$ cat src/rtl/ppgwa_pkg.sv
// Shared types and constants for the optical sensor window average block.
// No dependencies; every other file refers to this package by scoped names.
package ppgwa_pkg;

    localparam int SAMPLE_W   = 24;
    localparam int FRAME_W    = 3 * SAMPLE_W;
    localparam int VALUE_W    = 22;
    localparam int CFG_IDX_W  = 2;
    localparam int CFG_DATA_W = 8;
    localparam int GAIN_W     = 13;

    // operating mode codes
    localparam logic [1:0] MODE_OFF   = 2'd0;
    localparam logic [1:0] MODE_RATIO = 2'd1;
    localparam logic [1:0] MODE_LEAK  = 2'd2;
    localparam logic [1:0] MODE_NOISE = 2'd3;

    // register indexes
    localparam logic [CFG_IDX_W-1:0] REG_OP_MODE = 2'd0;
    localparam logic [CFG_IDX_W-1:0] REG_WARMUP  = 2'd1;
    localparam logic [CFG_IDX_W-1:0] REG_DIVIDER = 2'd2;

    localparam logic [7:0] WARMUP_RESET  = 8'd30;
    localparam logic [7:0] DIVIDER_RESET = 8'd25;

    // mid scale of a raw sample and the two report gains
    localparam logic [SAMPLE_W-1:0] MID_SCALE  = 24'h800000;
    localparam logic [GAIN_W-1:0]   GAIN_RATIO = 13'd4500;
    localparam logic [GAIN_W-1:0]   GAIN_LEAK  = 13'd450;

    // report request from the window control into the scaling pipeline
    typedef struct packed {
        logic valid;
        logic kind;
    } t_rep_req;

    // occupancy of the scaling pipeline stages
    typedef struct packed {
        logic s1;
        logic s2;
        logic s3;
        logic s4;
    } t_pipe_stat;

endpackage

$ cat src/rtl/ppgwa_scale.sv
// Report pipeline: sum / WINDOW by reciprocal multiply with correction, then
// gain scaling to signed Q.8, with an output register. Depends on ppgwa_pkg.
module ppgwa_scale #(
    parameter int WINDOW = 80,
    parameter int SUM_W  = 31
) (
    input  logic                                   i_clk,
    input  logic                                   i_rst_n,
    input  ppgwa_pkg::t_rep_req                    i_req,
    input  logic [SUM_W-1:0]                       i_sum_green,
    input  logic [SUM_W-1:0]                       i_sum_ir,
    input  logic [SUM_W-1:0]                       i_sum_red,
    output logic                                   o_s1_ready,
    input  logic                                   i_out_stall,
    output logic                                   o_out_valid,
    output logic                                   o_report_kind,
    output logic signed [ppgwa_pkg::VALUE_W-1:0]   o_green_value,
    output logic signed [ppgwa_pkg::VALUE_W-1:0]   o_ir_value,
    output logic signed [ppgwa_pkg::VALUE_W-1:0]   o_red_value,
    output ppgwa_pkg::t_pipe_stat                  o_stat
);

    localparam int SW     = ppgwa_pkg::SAMPLE_W;
    localparam int VW     = ppgwa_pkg::VALUE_W;
    localparam int PROD_W = 2 * SUM_W + 1;
    localparam int D_W    = SW + 1;
    localparam int G_W    = ppgwa_pkg::GAIN_W + 1;
    localparam int X_W    = D_W + G_W;
    localparam int Q_SH   = 15;
    // floor(2^SUM_W / WINDOW): estimate is exact or one low for any sum
    localparam logic [SUM_W:0] RECIP = (SUM_W + 1)'((64'd1 << SUM_W) / WINDOW);

    logic r_v1, r_v2, r_v3, r_v4, r_ov;
    logic r_k1, r_k2, r_k3, r_k4, r_ok;
    logic rdy1, rdy2, rdy3, rdy4, rdy5;

    logic [SUM_W-1:0]      r_sum1 [3];
    logic [SUM_W-1:0]      r_sum2 [3];
    logic [PROD_W-1:0]     r_prod [3];
    logic [SW-1:0]         r_avg  [3];
    logic signed [X_W-1:0] r_x    [3];
    logic signed [VW-1:0]  r_val  [3];

    logic [SUM_W-1:0]      sum_in [3];
    logic [PROD_W-1:0]     prod   [3];
    logic [SW-1:0]         q_est  [3];
    logic [SUM_W:0]        qw     [3];
    logic [SUM_W:0]        rem    [3];
    logic [SW-1:0]         avg    [3];
    logic signed [D_W-1:0] dev    [3];
    logic signed [X_W-1:0] xval   [3];
    logic signed [G_W-1:0] gain;

    // stage handshake: a stage loads when empty or when it moves on
    assign rdy5 = !r_ov || !i_out_stall;
    assign rdy4 = !r_v4 || rdy5;
    assign rdy3 = !r_v3 || rdy4;
    assign rdy2 = !r_v2 || rdy3;
    assign rdy1 = !r_v1 || rdy2;

    assign sum_in[0] = i_sum_green;
    assign sum_in[1] = i_sum_ir;
    assign sum_in[2] = i_sum_red;

    assign gain = r_k3 ? $signed({1'b0, ppgwa_pkg::GAIN_LEAK})
                       : $signed({1'b0, ppgwa_pkg::GAIN_RATIO});

    // per-channel datapath between stages
    always_comb begin
        for (int c = 0; c < 3; c++) begin
            prod[c]  = PROD_W'(r_sum1[c]) * PROD_W'(RECIP);
            q_est[c] = r_prod[c][SUM_W +: SW];
            qw[c]    = (SUM_W + 1)'(q_est[c]) * (SUM_W + 1)'(WINDOW);
            rem[c]   = {1'b0, r_sum2[c]} - qw[c];
            avg[c]   = (rem[c] >= (SUM_W + 1)'(WINDOW)) ? q_est[c] + 1'b1 : q_est[c];
            dev[c]   = $signed({1'b0, r_avg[c]}) - $signed({1'b0, ppgwa_pkg::MID_SCALE});
            xval[c]  = X_W'(dev[c]) * X_W'(gain);
        end
    end

    // stage valids
    always_ff @(posedge i_clk) begin
        if (!i_rst_n) begin
            r_v1 <= 1'b0;
            r_v2 <= 1'b0;
            r_v3 <= 1'b0;
            r_v4 <= 1'b0;
            r_ov <= 1'b0;
        end else begin
            if (rdy1) r_v1 <= i_req.valid;
            if (rdy2) r_v2 <= r_v1;
            if (rdy3) r_v3 <= r_v2;
            if (rdy4) r_v4 <= r_v3;
            if (rdy5) r_ov <= r_v4;
        end
    end

    // payload registers
    always_ff @(posedge i_clk) begin
        if (rdy1 && i_req.valid) begin
            r_k1 <= i_req.kind;
            for (int c = 0; c < 3; c++) r_sum1[c] <= sum_in[c];
        end
        if (rdy2 && r_v1) begin
            r_k2 <= r_k1;
            for (int c = 0; c < 3; c++) begin
                r_prod[c] <= prod[c];
                r_sum2[c] <= r_sum1[c];
            end
        end
        if (rdy3 && r_v2) begin
            r_k3 <= r_k2;
            for (int c = 0; c < 3; c++) r_avg[c] <= avg[c];
        end
        if (rdy4 && r_v3) begin
            r_k4 <= r_k3;
            for (int c = 0; c < 3; c++) r_x[c] <= xval[c];
        end
        // floor division by 2^15 is the bit slice of the two's complement product
        if (rdy5 && r_v4) begin
            r_ok <= r_k4;
            for (int c = 0; c < 3; c++) r_val[c] <= r_x[c][Q_SH +: VW];
        end
    end

    assign o_s1_ready    = rdy1;
    assign o_out_valid   = r_ov;
    assign o_report_kind = r_ok;
    assign o_green_value = r_val[0];
    assign o_ir_value    = r_val[1];
    assign o_red_value   = r_val[2];
    assign o_stat        = '{s1: r_v1, s2: r_v2, s3: r_v3, s4: r_v4};

endmodule

$ cat config.mk
export PLATFORM = sky130hd
export DESIGN_NAME = ppgwa_scale
export DESIGN_NICKNAME = d
export VERILOG_FILES = /design/src/rtl/ppgwa_pkg.sv /design/src/rtl/ppgwa_scale.sv
export SDC_FILE = /design/constraint.sdc
export NUM_CORES = 2
export LEC_CHECK = 0
export ABC_AREA = 1
export ABC_CLOCK_PERIOD_IN_PS = 11600
export BUFFER_PORTS_ARGS = -buffer_cell sky130_fd_sc_hd__buf_2
export CORE_AREA = 2 2 440 333
export DETAILED_ROUTE_END_ITERATION = 12
export DIE_AREA = 0 0 442 335
export PLACE_DENSITY = 0.76
export SYNTH_ARGS = -nofsm -noshare
export SYNTH_HDL_FRONTEND = slang
export SYNTH_SLANG_ARGS = --single-unit
$ cat constraint.sdc
create_clock -name i_clk -period 11.6 [get_ports i_clk]
set_input_delay 1.74 -clock i_clk [delete_from_list [all_inputs] [get_ports i_clk]]
set_output_delay 1.74 -clock i_clk [all_outputs]
set_load 0.02 [all_outputs]
==> out/results.ini <==
[detailed_routing]
vias_per_cell = 5.49
post_drt_wl_per_cell_um = 20.7
dr.pass1.iters = 6
antenna_left = 0
routed_wirelength_um = 245000
drt_iter0_drc = 5617
vias = 65000
route.detailed.drc = 0

[outcome]
outcome = finished, final reports clean

[critical_path]
r2r_end = r_x[0][113]
rrSetupSlack_ps = 4930
required_ps = 12120
endpoint_kind = flop
crit_path_start_kind = flop
worstRegToRegCells = 20
reg2reg_from = r_k3
worstPathMaxFanout = 97
crit_type = reg2reg
worstPathArrival_ps = 7190

[global_route]
antenna_found_initial = 4
grt-ovfl-total = 0
grt_usage_pct = 33.9
grt_pass1_wl_um = 385000
grt_max_degree = 98
grt_pass1_vias = 67200

[yosys]
yosysWarningCount = 0
synth_seq_cells = 460
ys_dominant_reg_cell = edfxtp_1
synth_edf_count = 455
avgSynthCellArea_um2 = 8.84
ys_seq_area_share_pct = 16.1
synth_cells = 9700
synth_area_mm2 = 0.0857
async_flop_share_pct = 0
ys_types = 54

[sta]
worst_slew_pin_slew_ps = 1170
max_freq_ghz = 0.150
min_period_ps = 6670
finalMaxSlewViolations = 0
hold_viol_final = 0
tns_ps = 0
final-setup-viol-count = 0
maxSlewHeadroom_pct = 21.6
setup_slack_ps = 4930
finalClockSkew_ps = 32.1
finalCritPeriodShare_pct = 57.5
grt_setup_unrepaired = no

[layout]
final_cell_count_no_fill = 11800
final_cell_mix = inv_1 (2590), nand2_1 (1574), ha_1 (1467), fa_1 (1218), nor2_1 (585)
num-nets-final = 12700
final_area_mm2 = 0.0907
syn2layout_area_growth_pct = 5.78
final_common_cell = inv_1
drive_above_1_share_pct = 3.45

[min_path]
hold_depth = 0
hold_start = r_x[0][66]
holdPathEnd = r_val[0][34]
hold_class = reg2reg

[clock_network]
holdBufCountCts = 0
clock-root-buffer = clkbuf_16
clkTransAtPathRegs_ps = 70
clk_path_buf_depth = 3
clkSinkCount = 460
worstSkewPairLatency_ps = 700
post_cts_buffers = 0
cts_tree = built
cts_buffers = 55
ctsResizeCount = 0
h-tree-depth = 2

[floorplan]
initial_core_util_pct = 59.6
dieWidth_um = 442
dieArea_mm2 = 0.148
die_h_um = 335
coreArea_mm2 = 0.144
io_pins = 171
rows = 121

[placement]
portBuffers = 170
gp_congestion = 1.06
post-dp-hpwl_um = 213000
dp_slack_ps = 5040
placed_cell_area_mm2 = 0.0888
post-place-cells = 11700

[run]
drv_cap = 0

[cells in the mapped netlist (31+ instances only)]
cell type / count / area [um2]
inv_1: 2592 / 9730
nand2_1: 1574 / 5910
ha_1: 1467 / 18400
fa_1: 1218 / 24400
nor2_1: 587 / 2200
edfxtp_1: 455 / 13700
a21oi_1: 396 / 1980
nand3_1: 226 / 1130
xor2_1: 218 / 1910
o21ai_0: 211 / 1060
xnor2_1: 148 / 1300
nand4_1: 121 / 757
nor3_1: 62 / 310
a21o_1: 59 / 443
nor4_1: 37 / 231
o21bai_1: 37 / 278
a31oi_1: 34 / 213
o21a_1: 31 / 233
[layer usage]
| metal | up-vias | track usage (%) | routed length [um] |
|---|---|---|---|
| met2 | 2535 | 50.7 | 103000 |
| met1 | 31500 | 50.0 | 112000 |
| met4 | 6 | 8.19 | 6690 |
| met5 | - | 0 | 36 |
| met3 | 363 | 7.46 | 23500 |
| li1 | 30600 | - | - |
[area by class of cell]
class                           instances  area [um2]
Antenna cell                            2        5.00
Clock buffer                           58        1410
Clock inverter                         44         485
Fill cell                           12300       53300
Inverter                             2607        9790
Multi-Input combinational cell       6587       61900
Sequential cell                       460       13800
Tap cell                             1906        2380
Timing Repair Buffer                  180         926
[critical path, cell delays in order (launching register included)]
cell	delay [ps]
edfxtp_1	350
buf_4	790
inv_1	590
nor2_1	440
inv_1	170
fa_1	520
inv_1	60
fa_1	520
inv_1	70
fa_1	550
inv_1	60
fa_1	430
ha_1	300
ha_1	380
nand2_1	130
nor4_1	390
nand3_1	120
nand3_1	180
nand2_1	80
nand3_1	80
xor2_1	220
[cells by family after synthesis]
| logic type | synth area share (%) |
|---|---|
| simple gates | 13.1 |
| fa+ha+maj | 49.8 |
| buf+inv | 11.8 |
| compound gates | 5.51 |
| flops | 16.1 |
| xor+xnor | 3.74 |
| other cells | 0.00876 |
[sequential cells by signal, indices dropped and copies added, names as in the netlist, 66 cells and up]
register / count
r_x: 66
r_val: 66
r_prod: 72
r_avg: 72
r_sum1: 93
r_sum2: 81
[metrics by stage]
| stage | utilization (%) | hold WS, ps |
|---|---|---|
| CTS | 63.0 | 411 |
| global route | 63.0 | 421 |
| detailed placement | 61.7 | 405 |
| finish | 63.0 | 411 |
| floorplan | - | 400 |
| global placement | 61.7 | 402 |
[how the worst max path moves through the flow]
stage,startpoint,cells after the start,slack [ps],to
floorplan,i_out_stall,7,2430,r_k2
global placement,r_k3,19,5130,r_x[0][111]
detailed placement,r_k3,20,5040,r_x[0][113]
CTS,r_k3,20,4950,r_x[0][113]
global route,r_k3,20,4670,r_x[0][113]
finish,r_k3,20,4930,r_x[0][113]
Power is left out: the tool's default activity adds up to more than one toggle a clock period on the data nets, which glitch-free logic cannot reach.
