## config.mk

```make
export PLATFORM = sky130hd
export DESIGN_NAME = ppgwa_ctrl
export DESIGN_NICKNAME = d
export VERILOG_FILES = /design/src/rtl/ppgwa_pkg.sv /design/src/rtl/ppgwa_ctrl.sv
export SDC_FILE = /design/constraint.sdc
export NUM_CORES = 1
export LEC_CHECK = 0
export BUFFER_PORTS_ARGS = -buffer_cell sky130_fd_sc_hd__clkbuf_2
export CAP_MARGIN = 40
export CORE_MARGIN = 2
export CORE_UTILIZATION = 45
export CTS_CLUSTER_DIAMETER = 100
export DETAILED_ROUTE_END_ITERATION = 10
export HOLD_SLACK_MARGIN = 0.1
export PLACE_DENSITY = 0.65
export REMOVE_ABC_BUFFERS = 1
export SLEW_MARGIN = 15
export SYNTH_ARGS = -nofsm -noshare
export SYNTH_HDL_FRONTEND = slang
export SYNTH_SLANG_ARGS = --single-unit
```

## constraint.sdc

```tcl
create_clock -name i_clk -period 9.05 [get_ports i_clk]
set_input_delay 1.81 -clock i_clk [delete_from_list [all_inputs] [get_ports i_clk]]
set_output_delay 1.81 -clock i_clk [all_outputs]
set_load 0.01 [all_outputs]
```

## src/rtl/ppgwa_pkg.sv

```systemverilog
// Shared types and constants for the optical sensor window average block.
// No dependencies; every other file refers to this package by scoped names.
package ppgwa_pkg;

    localparam int SAMPLE_W   = 24;
    localparam int FRAME_W    = 3 * SAMPLE_W;
    localparam int VALUE_W    = 22;
    localparam int CFG_IDX_W  = 2;
    localparam int CFG_DATA_W = 8;
    localparam int GAIN_W     = 13;

    // operating mode codes
    localparam logic [1:0] MODE_OFF   = 2'd0;
    localparam logic [1:0] MODE_RATIO = 2'd1;
    localparam logic [1:0] MODE_LEAK  = 2'd2;
    localparam logic [1:0] MODE_NOISE = 2'd3;

    // register indexes
    localparam logic [CFG_IDX_W-1:0] REG_OP_MODE = 2'd0;
    localparam logic [CFG_IDX_W-1:0] REG_WARMUP  = 2'd1;
    localparam logic [CFG_IDX_W-1:0] REG_DIVIDER = 2'd2;

    localparam logic [7:0] WARMUP_RESET  = 8'd30;
    localparam logic [7:0] DIVIDER_RESET = 8'd25;

    // mid scale of a raw sample and the two report gains
    localparam logic [SAMPLE_W-1:0] MID_SCALE  = 24'h800000;
    localparam logic [GAIN_W-1:0]   GAIN_RATIO = 13'd4500;
    localparam logic [GAIN_W-1:0]   GAIN_LEAK  = 13'd450;

    // report request from the window control into the scaling pipeline
    typedef struct packed {
        logic valid;
        logic kind;
    } t_rep_req;

    // occupancy of the scaling pipeline stages
    typedef struct packed {
        logic s1;
        logic s2;
        logic s3;
        logic s4;
    } t_pipe_stat;

endpackage

```

## src/rtl/ppgwa_ctrl.sv

```systemverilog
// Configuration registers, warm-up drop, ring pointers, running sums and
// report decimation. Depends on ppgwa_pkg; drives ppgwa_ring and ppgwa_scale.
module ppgwa_ctrl #(
    parameter int WINDOW = 80,
    parameter int AW     = 7,
    parameter int FW     = 7,
    parameter int SUM_W  = 31
) (
    input  logic                             i_clk,
    input  logic                             i_rst_n,
    input  logic                             i_cfg_we,
    input  logic [ppgwa_pkg::CFG_IDX_W-1:0]  i_cfg_index,
    input  logic [ppgwa_pkg::CFG_DATA_W-1:0] i_cfg_data,
    input  logic                             i_in_valid,
    input  logic [ppgwa_pkg::SAMPLE_W-1:0]   i_sample_green,
    input  logic [ppgwa_pkg::SAMPLE_W-1:0]   i_sample_ir,
    input  logic [ppgwa_pkg::SAMPLE_W-1:0]   i_sample_red,
    input  logic                             i_batch_end,
    output logic                             o_in_stall,
    input  logic                             i_s1_ready,
    output logic                             o_wr_en,
    output logic [AW-1:0]                    o_wr_addr,
    output logic [ppgwa_pkg::FRAME_W-1:0]    o_wr_data,
    output logic [AW-1:0]                    o_rd_addr,
    input  logic [ppgwa_pkg::FRAME_W-1:0]    i_rd_data,
    output ppgwa_pkg::t_rep_req              o_req,
    output logic [SUM_W-1:0]                 o_sum_green,
    output logic [SUM_W-1:0]                 o_sum_ir,
    output logic [SUM_W-1:0]                 o_sum_red
);

    localparam int SW = ppgwa_pkg::SAMPLE_W;

    logic [1:0]       r_mode,    n_mode;
    logic [7:0]       r_warmup,  n_warmup;
    logic [7:0]       r_div,     n_div;
    logic [7:0]       r_drop,    n_drop;
    logic [7:0]       r_phase,   n_phase;
    logic [AW-1:0]    r_wpos,    n_wpos;
    logic [FW-1:0]    r_fill,    n_fill;
    logic [SUM_W-1:0] r_sum_g,   n_sum_g;
    logic [SUM_W-1:0] r_sum_ir,  n_sum_ir;
    logic [SUM_W-1:0] r_sum_r,   n_sum_r;

    logic       accept;
    logic       active;
    logic       store;
    logic       full;
    logic       step;
    logic [7:0] div_eff;
    logic [8:0] phase_inc;
    logic [SUM_W-1:0] ev_g, ev_ir, ev_r;

    assign accept = i_in_valid && i_s1_ready;
    assign active = accept && (r_mode != ppgwa_pkg::MODE_OFF);
    assign store  = active && (r_drop == 8'd0);
    assign full   = (r_fill == FW'(WINDOW));

    // evicted frame, only subtracted once the ring is full
    assign ev_g  = full ? SUM_W'(i_rd_data[3*SW-1:2*SW]) : '0;
    assign ev_ir = full ? SUM_W'(i_rd_data[2*SW-1:SW])   : '0;
    assign ev_r  = full ? SUM_W'(i_rd_data[SW-1:0])      : '0;

    assign div_eff   = (r_div == 8'd0) ? 8'd1 : r_div;
    assign phase_inc = {1'b0, r_phase} + 9'd1;

    // item processing, then configuration writes
    always_comb begin
        n_mode   = r_mode;
        n_warmup = r_warmup;
        n_div    = r_div;
        n_drop   = r_drop;
        n_phase  = r_phase;
        n_wpos   = r_wpos;
        n_fill   = r_fill;
        n_sum_g  = r_sum_g;
        n_sum_ir = r_sum_ir;
        n_sum_r  = r_sum_r;
        step     = 1'b0;
        o_req    = '0;

        if (active && (r_drop != 8'd0)) begin
            n_drop = r_drop - 8'd1;
        end

        if (store) begin
            n_sum_g  = r_sum_g  - ev_g  + SUM_W'(i_sample_green);
            n_sum_ir = r_sum_ir - ev_ir + SUM_W'(i_sample_ir);
            n_sum_r  = r_sum_r  - ev_r  + SUM_W'(i_sample_red);
            n_wpos   = (r_wpos == AW'(WINDOW - 1)) ? '0 : r_wpos + 1'b1;
            n_fill   = full ? r_fill : r_fill + 1'b1;
        end

        // decimation on batch end with a full ring
        step = active && i_batch_end && (n_fill == FW'(WINDOW));
        if (step) begin
            n_phase = (phase_inc >= {1'b0, div_eff}) ? 8'd0 : phase_inc[7:0];
            o_req.valid = (r_phase == 8'd0) && (r_mode != ppgwa_pkg::MODE_NOISE);
            o_req.kind  = (r_mode == ppgwa_pkg::MODE_LEAK);
        end

        if (i_cfg_we) begin
            case (i_cfg_index)
                ppgwa_pkg::REG_OP_MODE: begin
                    n_mode   = i_cfg_data[1:0];
                    n_sum_g  = '0;
                    n_sum_ir = '0;
                    n_sum_r  = '0;
                    n_wpos   = '0;
                    n_fill   = '0;
                    n_drop   = r_warmup;
                end
                ppgwa_pkg::REG_WARMUP: begin
                    n_warmup = i_cfg_data;
                end
                ppgwa_pkg::REG_DIVIDER: begin
                    n_div = i_cfg_data;
                end
                default: begin
                end
            endcase
        end
    end

    always_ff @(posedge i_clk) begin
        if (!i_rst_n) begin
            r_mode   <= ppgwa_pkg::MODE_OFF;
            r_warmup <= ppgwa_pkg::WARMUP_RESET;
            r_div    <= ppgwa_pkg::DIVIDER_RESET;
            r_drop   <= ppgwa_pkg::WARMUP_RESET;
            r_phase  <= 8'd0;
            r_wpos   <= '0;
            r_fill   <= '0;
            r_sum_g  <= '0;
            r_sum_ir <= '0;
            r_sum_r  <= '0;
        end else begin
            r_mode   <= n_mode;
            r_warmup <= n_warmup;
            r_div    <= n_div;
            r_drop   <= n_drop;
            r_phase  <= n_phase;
            r_wpos   <= n_wpos;
            r_fill   <= n_fill;
            r_sum_g  <= n_sum_g;
            r_sum_ir <= n_sum_ir;
            r_sum_r  <= n_sum_r;
        end
    end

    // ring: write at the current slot, prefetch the next slot to be evicted
    assign o_wr_en   = store;
    assign o_wr_addr = r_wpos;
    assign o_wr_data = {i_sample_green, i_sample_ir, i_sample_red};
    assign o_rd_addr = n_wpos;

    assign o_sum_green = n_sum_g;
    assign o_sum_ir    = n_sum_ir;
    assign o_sum_red   = n_sum_r;
    assign o_in_stall  = !i_s1_ready;

endmodule

```

==> impl_metrics.json <==
{
  "outcome": "finished, final reports clean",
  "crit_arrival_ps": 5880,
  "async_flop_share": 0,
  "die_y_um": 188,
  "dp_slack_ps": 1820,
  "die_w_um": 188,
  "wl_um": 42800,
  "netlist_instances": 2056,
  "holdBufCountCts": 0,
  "initial_utilization": 0.455,
  "p_total_mw": 1.82,
  "rows": 67,
  "yosys.area.top_type": "dfxtp_1",
  "cts_tree": "yes",
  "grt_max_degree": 102,
  "cp.required_ps": 7240,
  "ant_nets": 0,
  "fillers": 3340,
  "core_area_um2": 33400,
  "numClockSinks": 141,
  "final-hold-violation-count": 0,
  "gp_congestion": 0.893,
  "hold_class": "flop to flop",
  "r2r_start": "r_fill[2]",
  "crit_fanout": 40,
  "clock_latency_ps": 440,
  "cts_buffer_depth": 2,
  "netlist-cell-type-count": 88,
  "synth.area.top_cells": "dfxtp_1 (19%), fa_1 (9.5%), ha_1 (8.8%)",
  "cts.repair.resized": 0,
  "clkTransAtPathRegs_ps": 70,
  "slew-limit-headroom": 0.446,
  "path_cells": "nor4b_1 > and3_2 > buf_4 > and2_1 > fa_1 > inv_1 > ha_1 > a211oi_1 > nor4_1 > nor4b_1 > o31ai_1 > a31o_2 > a21oi_1 > mux2i_1 > a21oi_1 > clkbuf_2",
  "max_clock_freq_ghz": 0.130,
  "ff2ff_setup_slack_ps": 3660,
  "drt_iter0_markers": 839,
  "path_buf_inv": 3,
  "min-delay-start": "r_warmup[2]",
  "root_buffer": "clkbuf_16",
  "crit_path_max_incr_delay_ps": 750,
  "p_leak_nw": 8.49,
  "synth_top_area_share": 0.185,
  "worst_pin_slew_ps": 832,
  "synth_area_per_cell_um2": 7.40,
  "die-area_um2": 35300,
  "rsz0062_at_grt": "no",
  "overflow": 0,
  "hpwl_um": 32100,
  "worst-setup-path-type": "flop to primary output",
  "io_buffers": 342,
  "synth_area_um2": 15200,
  "grt_pass1_wl_um": 68900,
  "critPathLaunchType": "flop",
  "synth_top_flop_cell": "dfxtp_1",
  "grt_pass1_vias": 14000,
  "synth_seq_cells": 141,
  "finClkSkew_ps": 8.08,
  "area_growth_pct": 13.5,
  "fin_crit_sh": 0.850,
  "p_per_area_nw_per_um2": 106,
  "viasPerCell": 5.37,
  "drive_gt1_frac": 0.185,
  "antenna_found_initial": 0,
  "worst_path_max_delay_cell": "and3_2",
  "post_cts_buffers": 0,
  "cts_buffers": 17,
  "final_nets": 2596,
  "synth_edf_count": 0,
  "htree_levels": 4,
  "met3_length_um": 2050,
  "drt_first_pass_iters": 5,
  "yosys_warnings": 0,
  "via_count": 14600,
  "setup_viol": 0,
  "min_period_ps": 7690,
  "max-cap-violations": 0,
  "seq_area_frac_synth": 0.185,
  "layout_setup_ws_ps": 1360,
  "top_layer": "met4",
  "cp-end-kind": "primary output",
  "cpLargestDelayFamily": "simple AND/OR/NAND/NOR gates",
  "grt.total_usage": 0.240,
  "met1_length_um": 19300,
  "wl_met2_um": 20700,
  "post_drt_wl_per_cell_um": 15.8,
  "slew_viol_final": 0,
  "ios": 343,
  "drc": 0,
  "cp-startpoint": "r_fill[2]",
  "ir_drop_mv": 0.122
}
area by class of cell:
class                   instances  area, um^2  share of cell area
clock buffers                  17         425              0.0246
diodes                          1        2.50            0.000145
clock inverters                15         153             0.00884
well taps                     448         561              0.0325
multi-input cells            1410       10200               0.592
repair buffers                353        1820               0.105
inverters                     334        1260              0.0727
flip-flops and latches        141        2820               0.163
cell families (layout without fill, tap and decap cells):
family,Yosys count,count (layout),share of synthesized area
and+or+nand+nor,664,664,0.222
buffers and inverters,505,719,0.144
AOI/OAI and AO/OA,451,451,0.195
adders and majority gates,179,179,0.183
DFF,141,141,0.185
xor gates and xnor gates,70,70,0.0403
muxes,46,46,0.0302
other,0,1,0
tightest hold or removal path, delay by kind of cell (launching register included):
family	cells	cell delay, ps
flip-flops	1	330
multiplexers	1	70
AND/OR/NAND/NOR	1	50
state kept, by name, summed over array words and instances, names as in the netlist:
name / cells
o_wr_addr: 7
r_div: 8
r_drop: 8
r_fill: 7
r_mode: 2
r_phase: 8
r_sum_g: 31
r_sum_ir: 31
r_sum_r: 31
r_warmup: 8
metal layers:
layer,vias up,GRT usage
met5,-,0
met4,0,0.0739
met3,43,0.0305
met2,449,0.422
met1,6877,0.306
li1,7239,-
cell usage after synthesis, types with 59 or more instances:
| cell | count |
|---|---|
| dfxtp_1 | 141 |
| and2_1 | 107 |
| fa_1 | 72 |
| nand3_1 | 59 |
| nand2_1 | 136 |
| inv_1 | 333 |
| nor2_1 | 165 |
| buf_4 | 72 |
| nor3_1 | 63 |
| ha_1 | 107 |
| clkbuf_1 | 79 |
| a21oi_1 | 136 |
| o21ai_0 | 77 |
placed cells by master, fill, tap and decap left out, drive strengths merged, types with 45 or more instances in the layout:
cell    count
ha        107
clkbuf    359
a21oi     136
o21ai      81
xnor2      45
nand3      60
dfxtp     141
fa         72
mux2i      46
nand2     136
nor2      165
a21o       53
nor3       63
inv       343
and2      108
final timing paths:
path	end	cells after the start
setup reg to reg	r_sum_r[28]	14
hold reg to reg	r_warmup[2]	2
hold / removal	r_warmup[2]	2
setup / recovery	o_sum_ir[29]	16
metrics by stage:
step,area (um^2),util,cells,hold slack [ps],setup TNS [ps]
final,17300,0.516,2719,481,0
after global routing,17300,0.516,2718,504,0
after CTS,17300,0.516,2718,483,0
after detailed placement,16700,0.499,2686,469,0
after global placement,16700,0.498,2685,460,0
after floorplan,14300,-,1885,438,-50740
power breakdown:
| part | total [mW] | internal [mW] | switching (mW) | leakage, nW |
|---|---|---|---|---|
| combinational | 0.472 | 0.192 | 0.280 | 7.07 |
| sequential | 0.627 | 0.624 | 0.00309 | 1.14 |
| clock | 0.723 | 0.389 | 0.333 | 0.283 |
| total | 1.82 | 1.21 | 0.617 | 8.49 |
No activity file was read; power rests on OpenSTA's default activity.
